--- src/rtl/lacp_rx_pkg.sv ---
`timescale 1ns / 1ps
`default_nettype none
// ----------------------------------------------------------------------------
// lacp receive machine package
// shared types, codes and tuple widths for the lacp receive machine
// ----------------------------------------------------------------------------
package lacp_rx_pkg;

   localparam int SYS_W   = 64;
   localparam int PORT_W  = 56;
   localparam int TICK_W  = 8;
   localparam int CSR_IDX_W = 3;

   localparam logic [CSR_IDX_W-1:0] CSR_ACTOR_SYS    = 3'd0;
   localparam logic [CSR_IDX_W-1:0] CSR_ACTOR_PORT   = 3'd1;
   localparam logic [CSR_IDX_W-1:0] CSR_PARTNER_SYS  = 3'd2;
   localparam logic [CSR_IDX_W-1:0] CSR_PARTNER_PORT = 3'd3;
   localparam logic [CSR_IDX_W-1:0] CSR_SHORT_TICKS  = 3'd4;
   localparam logic [CSR_IDX_W-1:0] CSR_LONG_TICKS   = 3'd5;

   // state octet bit positions
   localparam int B_ACT = 0;
   localparam int B_TMT = 1;
   localparam int B_AGG = 2;
   localparam int B_SYN = 3;
   localparam int B_DFL = 6;
   localparam int B_EXP = 7;

   localparam logic [PORT_W-1:0] PORT_CMP_MASK = 56'hFF_FFFF_FFFF_FF04;

   typedef enum logic [2:0] {
      RX_BEGIN = 3'd0,
      RX_INIT  = 3'd1,
      RX_PDIS  = 3'd2,
      RX_EXP   = 3'd3,
      RX_CUR   = 3'd4,
      RX_LDIS  = 3'd5,
      RX_DEF   = 3'd6
   } rx_state_type;

   typedef enum logic [1:0] {
      CTL_IDLE,
      CTL_APPLY,
      CTL_WALK,
      CTL_DONE
   } ctl_state_type;

   // controller to datapath
   typedef struct packed {
      logic         apply;   // load item flags, tick or pdu
      logic         enter;   // enter the state in target
      rx_state_type target;
      logic         clear;   // clear per-item hit flags
   } dp_cmd_type;

   // datapath to controller
   typedef struct packed {
      logic         stable;
      rx_state_type nxt;
   } dp_sts_type;

endpackage : lacp_rx_pkg
`default_nettype wire

--- src/rtl/lacp_rx_datapath.sv ---
`timescale 1ns / 1ps
`default_nettype none
// ----------------------------------------------------------------------------
// lacp receive datapath
// partner records, actor octet, timer and transition decode
// ----------------------------------------------------------------------------
module lacp_rx_datapath import lacp_rx_pkg::*; (
   input  wire logic              clock,
   input  wire logic              reset,
   input  wire logic              csr_valid,
   input  wire logic [CSR_IDX_W-1:0] csr_index,
   input  wire logic [SYS_W-1:0]  csr_data,
   input  wire logic              item_op,
   input  wire logic              item_begin,
   input  wire logic              item_up,
   input  wire logic              item_lacp,
   input  wire logic              item_moved,
   input  wire logic [SYS_W-1:0]  item_ma_sys,
   input  wire logic [PORT_W-1:0] item_ma_port,
   input  wire logic [SYS_W-1:0]  item_mp_sys,
   input  wire logic [PORT_W-1:0] item_mp_port,
   input  wire dp_cmd_type        cmd,
   output dp_sts_type             sts,
   output logic [2:0]             rx_state,
   output logic [7:0]             actor_oct,
   output logic [7:0]             partner_oct,
   output logic                   ntt,
   output logic                   unsel,
   output logic [TICK_W-1:0]      timer
);

   logic [SYS_W-1:0]  a_sys_adm_ff, p_sys_adm_ff, a_sys_op_ff, p_sys_rec_ff;
   logic [SYS_W-1:0]  ma_sys_ff, mp_sys_ff;
   logic [PORT_W-1:0] a_port_adm_ff, p_port_adm_ff, a_port_op_ff, p_port_rec_ff;
   logic [PORT_W-1:0] ma_port_ff, mp_port_ff;
   logic [TICK_W-1:0] short_ff, long_ff, cw_ff;
   logic [7:0]        act_ff;
   rx_state_type      st_ff;
   logic              pend_ff, moved_ff, up_ff, lacp_ff, ntt_ff, unsel_ff;

   logic [SYS_W-1:0]  p_sys_in;
   logic [PORT_W-1:0] p_port_in;
   logic [TICK_W-1:0] cw_in;
   logic [7:0]        act_in;
   rx_state_type      st_in;
   logic              pend_in, moved_in, ntt_in, unsel_in;
   logic [PORT_W-1:0] a_full;
   logic [7:0]        ma, mp;
   logic              same_rec, same_act, same_def, match;

   assign a_full = {a_port_op_ff[PORT_W-1:8], act_ff};
   assign ma = ma_port_ff[7:0];
   assign mp = mp_port_ff[7:0];
   assign same_rec = (ma_sys_ff == p_sys_rec_ff) &&
                     (((ma_port_ff ^ p_port_rec_ff) & PORT_CMP_MASK) == '0);
   assign same_act = (mp_sys_ff == a_sys_op_ff) &&
                     (((mp_port_ff ^ a_full) & PORT_CMP_MASK) == '0);
   assign same_def = (p_sys_adm_ff == p_sys_rec_ff) &&
                     (((p_port_adm_ff ^ p_port_rec_ff) & PORT_CMP_MASK) == '0);
   assign match = (same_act || !ma[B_AGG]) && (ma[B_ACT] || (act_ff[B_ACT] && mp[B_ACT]));

   // transition decode
   always_comb begin
      sts.stable = 1'b1;
      sts.nxt    = RX_BEGIN;
      if (!up_ff && !moved_ff && st_ff != RX_BEGIN) begin
         sts.stable = (st_ff == RX_PDIS);
         sts.nxt    = RX_PDIS;
      end else begin
         unique case (st_ff)
            RX_BEGIN: begin sts.stable = 1'b0; sts.nxt = RX_INIT; end
            RX_INIT:  begin sts.stable = 1'b0; sts.nxt = RX_PDIS; end
            RX_PDIS: begin
               if (moved_ff) begin sts.stable = 1'b0; sts.nxt = RX_INIT; end
               else if (up_ff && lacp_ff) begin sts.stable = 1'b0; sts.nxt = RX_EXP; end
               else if (up_ff) begin sts.stable = 1'b0; sts.nxt = RX_LDIS; end
            end
            RX_LDIS: if (up_ff && lacp_ff) begin sts.stable = 1'b0; sts.nxt = RX_EXP; end
            RX_EXP: begin
               if (cw_ff == '0) begin sts.stable = 1'b0; sts.nxt = RX_DEF; end
               else if (pend_ff) begin sts.stable = 1'b0; sts.nxt = RX_CUR; end
            end
            RX_CUR: begin
               if (cw_ff == '0 && !pend_ff) begin sts.stable = 1'b0; sts.nxt = RX_EXP; end
               else if (pend_ff) begin sts.stable = 1'b0; sts.nxt = RX_CUR; end
            end
            RX_DEF: if (pend_ff) begin sts.stable = 1'b0; sts.nxt = RX_CUR; end
            default: ;
         endcase
      end
   end

   // state entry actions
   always_comb begin
      p_sys_in = p_sys_rec_ff;
      p_port_in = p_port_rec_ff;
      cw_in = cw_ff;
      act_in = act_ff;
      st_in = st_ff;
      pend_in = pend_ff;
      moved_in = moved_ff;
      ntt_in = ntt_ff;
      unsel_in = unsel_ff;
      if (cmd.clear) begin
         ntt_in = 1'b0;
         unsel_in = 1'b0;
      end
      if (cmd.apply) begin
         // a begin request clears the moved flag that the same word sets
         if (item_moved && !item_begin) moved_in = 1'b1;
         if (!item_op) begin
            if (cw_ff != '0) cw_in = cw_ff - 1'b1;
         end else if (item_lacp) begin
            pend_in = 1'b1;
         end
      end
      if (cmd.enter) begin
         st_in = cmd.target;
         unique case (cmd.target)
            RX_BEGIN, RX_INIT: begin
               unsel_in = 1'b1;
               act_in = a_port_adm_ff[7:0];
               act_in[B_DFL] = 1'b1;
               act_in[B_EXP] = 1'b0;
               p_sys_in = p_sys_adm_ff;
               p_port_in = p_port_adm_ff;
               moved_in = 1'b0;
            end
            RX_PDIS: begin
               p_port_in[B_SYN] = 1'b0;
               pend_in = 1'b0;
               cw_in = '0;
               unsel_in = 1'b1;
            end
            RX_LDIS: begin
               unsel_in = 1'b1;
               p_sys_in = p_sys_adm_ff;
               p_port_in = p_port_adm_ff;
               p_port_in[B_AGG] = 1'b0;
               act_in[B_DFL] = 1'b1;
            end
            RX_EXP: begin
               p_port_in[B_SYN] = 1'b0;
               p_port_in[B_TMT] = 1'b1;
               cw_in = short_ff;
               act_in[B_EXP] = 1'b1;
            end
            RX_DEF: begin
               if (!same_def) begin
                  unsel_in = 1'b1;
                  act_in[B_SYN] = 1'b0;
               end
               p_sys_in = p_sys_adm_ff;
               p_port_in = p_port_adm_ff;
               act_in[B_DFL] = 1'b1;
               act_in[B_EXP] = 1'b0;
            end
            default: begin // current
               if (!same_rec) unsel_in = 1'b1;
               if (!same_act || ((mp ^ act_ff) & 8'h0F) != 8'h00 || !match) ntt_in = 1'b1;
               p_sys_in = ma_sys_ff;
               p_port_in = ma_port_ff;
               p_port_in[B_SYN] = match && ma[B_SYN];
               act_in[B_DFL] = 1'b0;
               act_in[B_EXP] = 1'b0;
               cw_in = act_ff[B_TMT] ? short_ff : long_ff;
               pend_in = 1'b0;
            end
         endcase
      end
   end

   always_ff @(posedge clock) begin
      if (reset) begin
         a_sys_adm_ff <= '0; a_port_adm_ff <= '0;
         p_sys_adm_ff <= '0; p_port_adm_ff <= '0;
         short_ff <= 8'd3; long_ff <= 8'd90;
         st_ff <= RX_BEGIN; act_ff <= '0; cw_ff <= '0;
         p_sys_rec_ff <= '0; p_port_rec_ff <= '0;
         pend_ff <= 1'b0; moved_ff <= 1'b0;
         ma_sys_ff <= '0; ma_port_ff <= '0; mp_sys_ff <= '0; mp_port_ff <= '0;
         a_sys_op_ff <= '0; a_port_op_ff <= '0;
         up_ff <= 1'b0; lacp_ff <= 1'b0; ntt_ff <= 1'b0; unsel_ff <= 1'b0;
      end else begin
         if (csr_valid) begin
            unique case (csr_index)
               CSR_ACTOR_SYS:    a_sys_adm_ff <= csr_data;
               CSR_ACTOR_PORT:   a_port_adm_ff <= csr_data[PORT_W-1:0];
               CSR_PARTNER_SYS:  p_sys_adm_ff <= csr_data;
               CSR_PARTNER_PORT: p_port_adm_ff <= csr_data[PORT_W-1:0];
               CSR_SHORT_TICKS:  short_ff <= csr_data[TICK_W-1:0];
               CSR_LONG_TICKS:   long_ff <= csr_data[TICK_W-1:0];
               default: ;
            endcase
         end
         if (cmd.apply) begin
            up_ff <= item_up;
            lacp_ff <= item_lacp;
            if (item_op && item_lacp) begin
               ma_sys_ff <= item_ma_sys; ma_port_ff <= item_ma_port;
               mp_sys_ff <= item_mp_sys; mp_port_ff <= item_mp_port;
            end
         end
         if (cmd.enter && (cmd.target == RX_BEGIN || cmd.target == RX_INIT)) begin
            a_sys_op_ff <= a_sys_adm_ff;
            a_port_op_ff <= a_port_adm_ff;
         end
         st_ff <= st_in; act_ff <= act_in; cw_ff <= cw_in;
         p_sys_rec_ff <= p_sys_in; p_port_rec_ff <= p_port_in;
         pend_ff <= pend_in; moved_ff <= moved_in;
         ntt_ff <= ntt_in; unsel_ff <= unsel_in;
      end
   end

   assign rx_state = st_ff;
   assign actor_oct = act_ff;
   assign partner_oct = p_port_rec_ff[7:0];
   assign ntt = ntt_ff;
   assign unsel = unsel_ff;
   assign timer = cw_ff;

endmodule : lacp_rx_datapath
`default_nettype wire

--- src/rtl/lacp_rx_ctrl.sv ---
`timescale 1ns / 1ps
`default_nettype none
// ----------------------------------------------------------------------------
// lacp receive controller
// sequences item apply and the transition walk, one transition a cycle
// ----------------------------------------------------------------------------
module lacp_rx_ctrl import lacp_rx_pkg::*; (
   input  wire logic  clock,
   input  wire logic  reset,
   input  wire logic  req_valid,
   output logic       req_stall,
   input  wire logic  req_begin,
   output logic       rsp_valid,
   input  wire logic  rsp_stall,
   input  wire dp_sts_type sts,
   output dp_cmd_type cmd
);

   ctl_state_type st_ff, st_in;
   logic [4:0]    hops_ff, hops_in;

   always_ff @(posedge clock) begin
      if (reset) begin
         st_ff <= CTL_IDLE;
         hops_ff <= '0;
      end else begin
         st_ff <= st_in;
         hops_ff <= hops_in;
      end
   end

   always_comb begin
      st_in = st_ff;
      hops_in = hops_ff;
      cmd = '{apply: 1'b0, enter: 1'b0, target: RX_BEGIN, clear: 1'b0};
      req_stall = 1'b1;
      rsp_valid = 1'b0;
      unique case (st_ff)
         CTL_IDLE: begin
            req_stall = 1'b0;
            if (req_valid) begin
               // begin entry happens before the tick or pdu is applied
               cmd.clear = 1'b1;
               cmd.enter = req_begin;
               st_in = CTL_APPLY;
            end
         end
         CTL_APPLY: begin
            cmd.apply = 1'b1;
            hops_in = '0;
            st_in = CTL_WALK;
         end
         CTL_WALK: begin
            if (sts.stable || hops_ff == 5'd16) begin
               st_in = CTL_DONE;
            end else begin
               cmd.enter = 1'b1;
               cmd.target = sts.nxt;
               hops_in = hops_ff + 5'd1;
            end
         end
         default: begin
            rsp_valid = 1'b1;
            if (!rsp_stall) st_in = CTL_IDLE;
         end
      endcase
   end

endmodule : lacp_rx_ctrl
`default_nettype wire

--- src/rtl/lacp_receive_machine_unit.sv ---
`timescale 1ns / 1ps
`default_nettype none
// ----------------------------------------------------------------------------
// lacp receive machine unit
// single port lacp receive machine with controller and datapath
// ----------------------------------------------------------------------------
// one word (a tick or a received lacpdu with its flags) is taken at a time;
// the controller walks state transitions (at most sixteen per item) one a
// cycle through the datapath, and the result is then held until taken
module lacp_receive_machine_unit import lacp_rx_pkg::*; (
   input  wire logic              clock,
   input  wire logic              reset,
   // configuration writes
   input  wire logic              csr_valid,
   output logic                   csr_ready,
   input  wire logic [CSR_IDX_W-1:0] csr_index,
   input  wire logic [SYS_W-1:0]  csr_data,
   // item word
   input  wire logic              req_valid,
   output logic                   req_stall,
   input  wire logic              req_op,
   input  wire logic              req_begin_req,
   input  wire logic              req_port_up,
   input  wire logic              req_lacp_on,
   input  wire logic              req_moved_in,
   input  wire logic [SYS_W-1:0]  req_msg_actor_system,
   input  wire logic [PORT_W-1:0] req_msg_actor_port,
   input  wire logic [SYS_W-1:0]  req_msg_partner_system,
   input  wire logic [PORT_W-1:0] req_msg_partner_port,
   // result word
   output logic                   rsp_valid,
   input  wire logic              rsp_stall,
   output logic [2:0]             rsp_rx_state,
   output logic [7:0]             rsp_actor_oper_state,
   output logic [7:0]             rsp_partner_oper_state,
   output logic                   rsp_need_transmit,
   output logic                   rsp_unselect,
   output logic [TICK_W-1:0]      rsp_timer_left
);

   dp_cmd_type cmd;
   dp_sts_type sts;

   // item fields captured at accept so the walk sees a steady copy
   logic              op_ff, begin_ff, up_ff, lacp_ff, moved_ff;
   logic [SYS_W-1:0]  mas_ff, mps_ff;
   logic [PORT_W-1:0] map_ff, mpp_ff;

   always_ff @(posedge clock) begin
      if (req_valid && !req_stall) begin
         op_ff <= req_op; up_ff <= req_port_up; lacp_ff <= req_lacp_on;
         moved_ff <= req_moved_in; begin_ff <= req_begin_req;
         mas_ff <= req_msg_actor_system; map_ff <= req_msg_actor_port;
         mps_ff <= req_msg_partner_system; mpp_ff <= req_msg_partner_port;
      end
   end

   assign csr_ready = 1'b1;

   lacp_rx_ctrl u_ctrl (
      .clock, .reset, .req_valid, .req_stall, .req_begin(req_begin_req),
      .rsp_valid, .rsp_stall, .sts, .cmd
   );

   lacp_rx_datapath u_dp (
      .clock, .reset,
      .csr_valid(csr_valid && csr_ready), .csr_index, .csr_data,
      .item_op(op_ff), .item_begin(begin_ff), .item_up(up_ff),
      .item_lacp(lacp_ff), .item_moved(moved_ff),
      .item_ma_sys(mas_ff), .item_ma_port(map_ff),
      .item_mp_sys(mps_ff), .item_mp_port(mpp_ff),
      .cmd, .sts,
      .rx_state(rsp_rx_state), .actor_oct(rsp_actor_oper_state),
      .partner_oct(rsp_partner_oper_state), .ntt(rsp_need_transmit),
      .unsel(rsp_unselect), .timer(rsp_timer_left)
   );

endmodule : lacp_receive_machine_unit
`default_nettype wire

--- config.mk ---
export PLATFORM = sky130hd
export DESIGN_NAME = lacp_receive_machine_unit
export DESIGN_NICKNAME = d
export VERILOG_FILES = /design/src/rtl/lacp_rx_pkg.sv /design/src/rtl/lacp_rx_datapath.sv /design/src/rtl/lacp_rx_ctrl.sv /design/src/rtl/lacp_receive_machine_unit.sv
export SDC_FILE = /design/constraint.sdc
export NUM_CORES = 2
export LEC_CHECK = 0
export ABC_AREA = 1
export BUFFER_PORTS_ARGS = -buffer_cell sky130_fd_sc_hd__buf_2
export CAP_MARGIN = 20
export CELL_PAD_IN_SITES_DETAIL_PLACEMENT = 0
export CELL_PAD_IN_SITES_GLOBAL_PLACEMENT = 1
export CORE_ASPECT_RATIO = 0.8
export CORE_MARGIN = 3
export CORE_UTILIZATION = 49
export CTS_BUF_LIST = sky130_fd_sc_hd__clkbuf_8 sky130_fd_sc_hd__clkbuf_16
export DETAILED_ROUTE_END_ITERATION = 8
export GPL_TIMING_DRIVEN = 0
export HOLD_SLACK_MARGIN = 0.1
export MAX_ROUTING_LAYER = met4
export PLACE_DENSITY = 0.83
export SYNTH_ARGS = -nofsm -noshare
export SYNTH_HDL_FRONTEND = slang
export SYNTH_HIERARCHICAL = 1
export SYNTH_SLANG_ARGS = --single-unit
--- constraint.sdc ---
create_clock -name clock -period 12.4 [get_ports clock]
set_input_delay 1.86 -clock clock [delete_from_list [all_inputs] [get_ports clock]]
set_output_delay 1.86 -clock clock [all_outputs]
set_load 0.005 [all_outputs]
==> metrics <==
status complete, no violations; Leakage Power 18.0 nW; post-detailed-placement half-perimeter wirelength 97400 um; Worst Setup Slack post-DPL 7.54 ns; layout cell share with drive strength beyond 1 11.0%; initial antenna violation count 21; number of buffers inserted to repair setup after CTS 0; pin count of the biggest net entering global routing 39; FF-to-FF setup slack 7.99 ns; total number of H-tree levels 3; global-route wire length before repair 193000 um; ports placed on the boundary 349; maximum count of clock buffers along a single path 3; later-pin clock latency in the skew report 0.68 ns; placement row count 92; critical path endpoint category register; number of design-rule violations left by the first detailed-router iteration 3655; Final nets 5416; clock sinks 995; Mapped Area 0.0396 sq mm; quantity of hold-fixing buffers added after cts 0; average wire per cell in the routed design 21.6 um; largest fanout on the critical path 10; Critical Path Source Type register; remaining max-slew budget at the tightest pin 22.1%; Placement Cell Area 0.0429 sq mm; Placeable Area 0.0794 sq mm; clock period minus final worst setup slack 4.41 ns; clock-pin slew of the registers on the worst-case setup and hold paths 0.06 ns; post-route setup TNS 0 ns; CTS tree built; yosys warns 6; synthesis-to-finish area growth 16.2%; post-layout worst setup margin 7.99 ns; final setup violating endpoints 0; DRC Markers 0; max-capacitance violation count 0; Final Slew Violations 0; endpoint of the worst hold-timing path u_dp/ma_port_ff[7]; post-route clock skew 0.0277 ns; startpoint of the most critical register-to-register path u_dp/timer[0]; overall global routing resource usage 32.0%; critical path class reg -> reg; critical hold path startpoint u_dp/ma_port_ff[7]; port bufs 343; maximum VDD drop 0.131 mV; Clock Root Buffer clkbuf_16; Overflow after GRT 0; share of the clock period used by the worst path 35.6%; TritonCTS buffer count 98; mean cell area of the mapped netlist 8.55 sq um; die width 324 um; synthesized netlist net count 4962; final hold violations 0; remaining number of nets flagged by the antenna check after routing 0; number of gates resized after cts 0; vias post-DR 33357; power density normalized to cell area 238 mW/mm^2; routability-driven placement congestion ratio 0.951; Final Hold Slack 0.449 ns; terminus of the critical flop-to-flop path u_dp/a_port_op_ff[31]; die extent in y 260 um; total design power 11.0 mW; synthesized netlist cell count 4636; initial core utilization 49.9%; total non-filler cell area in the finished layout 0.0460 sq mm; Worst-Margin Slew 1.17 ns; CP Data Required Time 12.91 ns; area enclosed by the die boundary 0.0844 sq mm; first-pass iteration count of the detailed router 6; Total Wirelength 134000 um; Hold Path Cell Cnt 2; setup repair after global routing missed its margin false; worst min-delay path category reg -> reg; worst-case reg-to-reg path depth 23; number of global-route vias before repair 30383; Fmax 227 MHz; average vias per placed instance 5.37; arrival time at the worst endpoint 4.93 ns
-- power breakdown --
part / leakage, nW / switching, mW / internal [mW] / total (mW)
Combinational: 7.96 / 2.44 / 1.13 / 3.57
Sequential: 8.41 / 0.445 / 4.01 / 4.45
Clock: 1.68 / 1.29 / 1.65 / 2.94
-- flip-flops by register name, summed over array words and instances, names as in the netlist, 5 cells and up --
name                count
map_ff                 56
u_dp/p_sys_rec_ff      64
u_dp/long_ff            8
u_dp/p_port_rec_ff     56
mas_ff                 64
u_dp/a_port_adm_ff     54
u_dp/mp_sys_ff         64
u_dp/timer              8
u_dp/a_sys_adm_ff      64
mpp_ff                 52
u_dp/mp_port_ff        52
u_dp/p_sys_adm_ff      64
u_ctrl/hops_ff          5
u_dp/a_port_op_ff      53
u_dp/a_sys_op_ff       64
u_dp/ma_sys_ff         64
mps_ff                 64
u_dp/p_port_adm_ff     56
u_dp/short_ff           8
u_dp/ma_port_ff        56
-- metrics by stage --
stage | utilization [%] | std cells
floorplan | - | 4636
global placement | 53.7 | 6013
detailed placement | 54.0 | 6024
CTS | 58.0 | 6208
global route | 58.0 | 6214
finish | 58.0 | 6216
-- how the worst max path moves through the flow --
stage	slack (ns)	depth (start not counted)	start	end
CTS	8.15	23	u_dp/timer[0]	u_dp/a_port_op_ff[26]
detailed placement	7.54	8	reset	u_dp/a_sys_op_ff[33]
global route	7.65	23	u_dp/timer[0]	u_dp/a_port_op_ff[26]
floorplan	3.79	2	req_valid	begin_ff
finish	7.99	23	u_dp/timer[0]	u_dp/a_port_op_ff[31]
global placement	1.20	3	req_valid	map_ff[4]
-- layer usage --
layer  vias to the layer above  track usage (%)  part of all wire [%]  wire, um
met4                         0             13.6                   4.6      6120
li1                      16086                -                     -         -
met3                       235             6.68                    10     13900
met2                      1424             43.2                    41     54500
met5                         -                -                     0         0
met1                     15612             46.1                    45     59900
-- critical path: stages, from the launching register on --
cell and delay [ns]:
dfxtp_1 0.34, inv_1 0.11, ha_1 0.15, nor3b_1 0.15
and3_1 0.25, inv_1 0.10, o211ai_1 0.09, nand2_1 0.08
nand2_1 0.06, o21ai_0 0.10, inv_1 0.08, nand2_1 0.07
inv_1 0.07, nand2_2 0.07, buf_6 0.15, nor2_1 0.31
nor2_1 0.10, inv_1 0.07, nor2_1 0.04, buf_2 0.26
inv_2 0.31, buf_2 0.35, clkbuf_1 0.73, a21oi_1 0.17
-- layout make-up --
type | instances | area, sq um
diodes | 8 | 20.0
plain buffers | 281 | 1180
clock buffers | 112 | 2660
clock inverters | 72 | 502
fillers | 7358 | 33400
inverters | 452 | 1700
multi-input cells | 2908 | 14400
flip-flops and latches | 995 | 22300
well taps | 1034 | 1290
repair buffers | 354 | 1930
-- cell usage in the layout (no fill, tap or decap), types with 3 or more instances in the layout --
| master | instances |
|---|---|
| dfxtp_1 | 754 |
| nor2_1 | 645 |
| o21ai_0 | 638 |
| a21oi_1 | 596 |
| nand2_1 | 504 |
| inv_1 | 478 |
| buf_2 | 369 |
| edfxtp_1 | 241 |
| clkbuf_1 | 227 |
| xnor2_1 | 220 |
| clkbuf_16 | 99 |
| o21ai_1 | 81 |
| xor2_1 | 58 |
| nand3_1 | 41 |
| o211ai_1 | 36 |
| nor3_1 | 31 |
| buf_4 | 20 |
| nand4_1 | 15 |
| clkinv_2 | 13 |
| clkbuf_8 | 13 |
| ha_1 | 9 |
| diode_2 | 8 |
| clkinv_1 | 8 |
| buf_12 | 7 |
| inv_2 | 7 |
| bufinv_16 | 6 |
| buf_1 | 5 |
| inv_6 | 4 |
| a31oi_1 | 4 |
| nor2_4 | 3 |
| or2_2 | 3 |
| buf_8 | 3 |
Power figures use the tool's default switching activity.
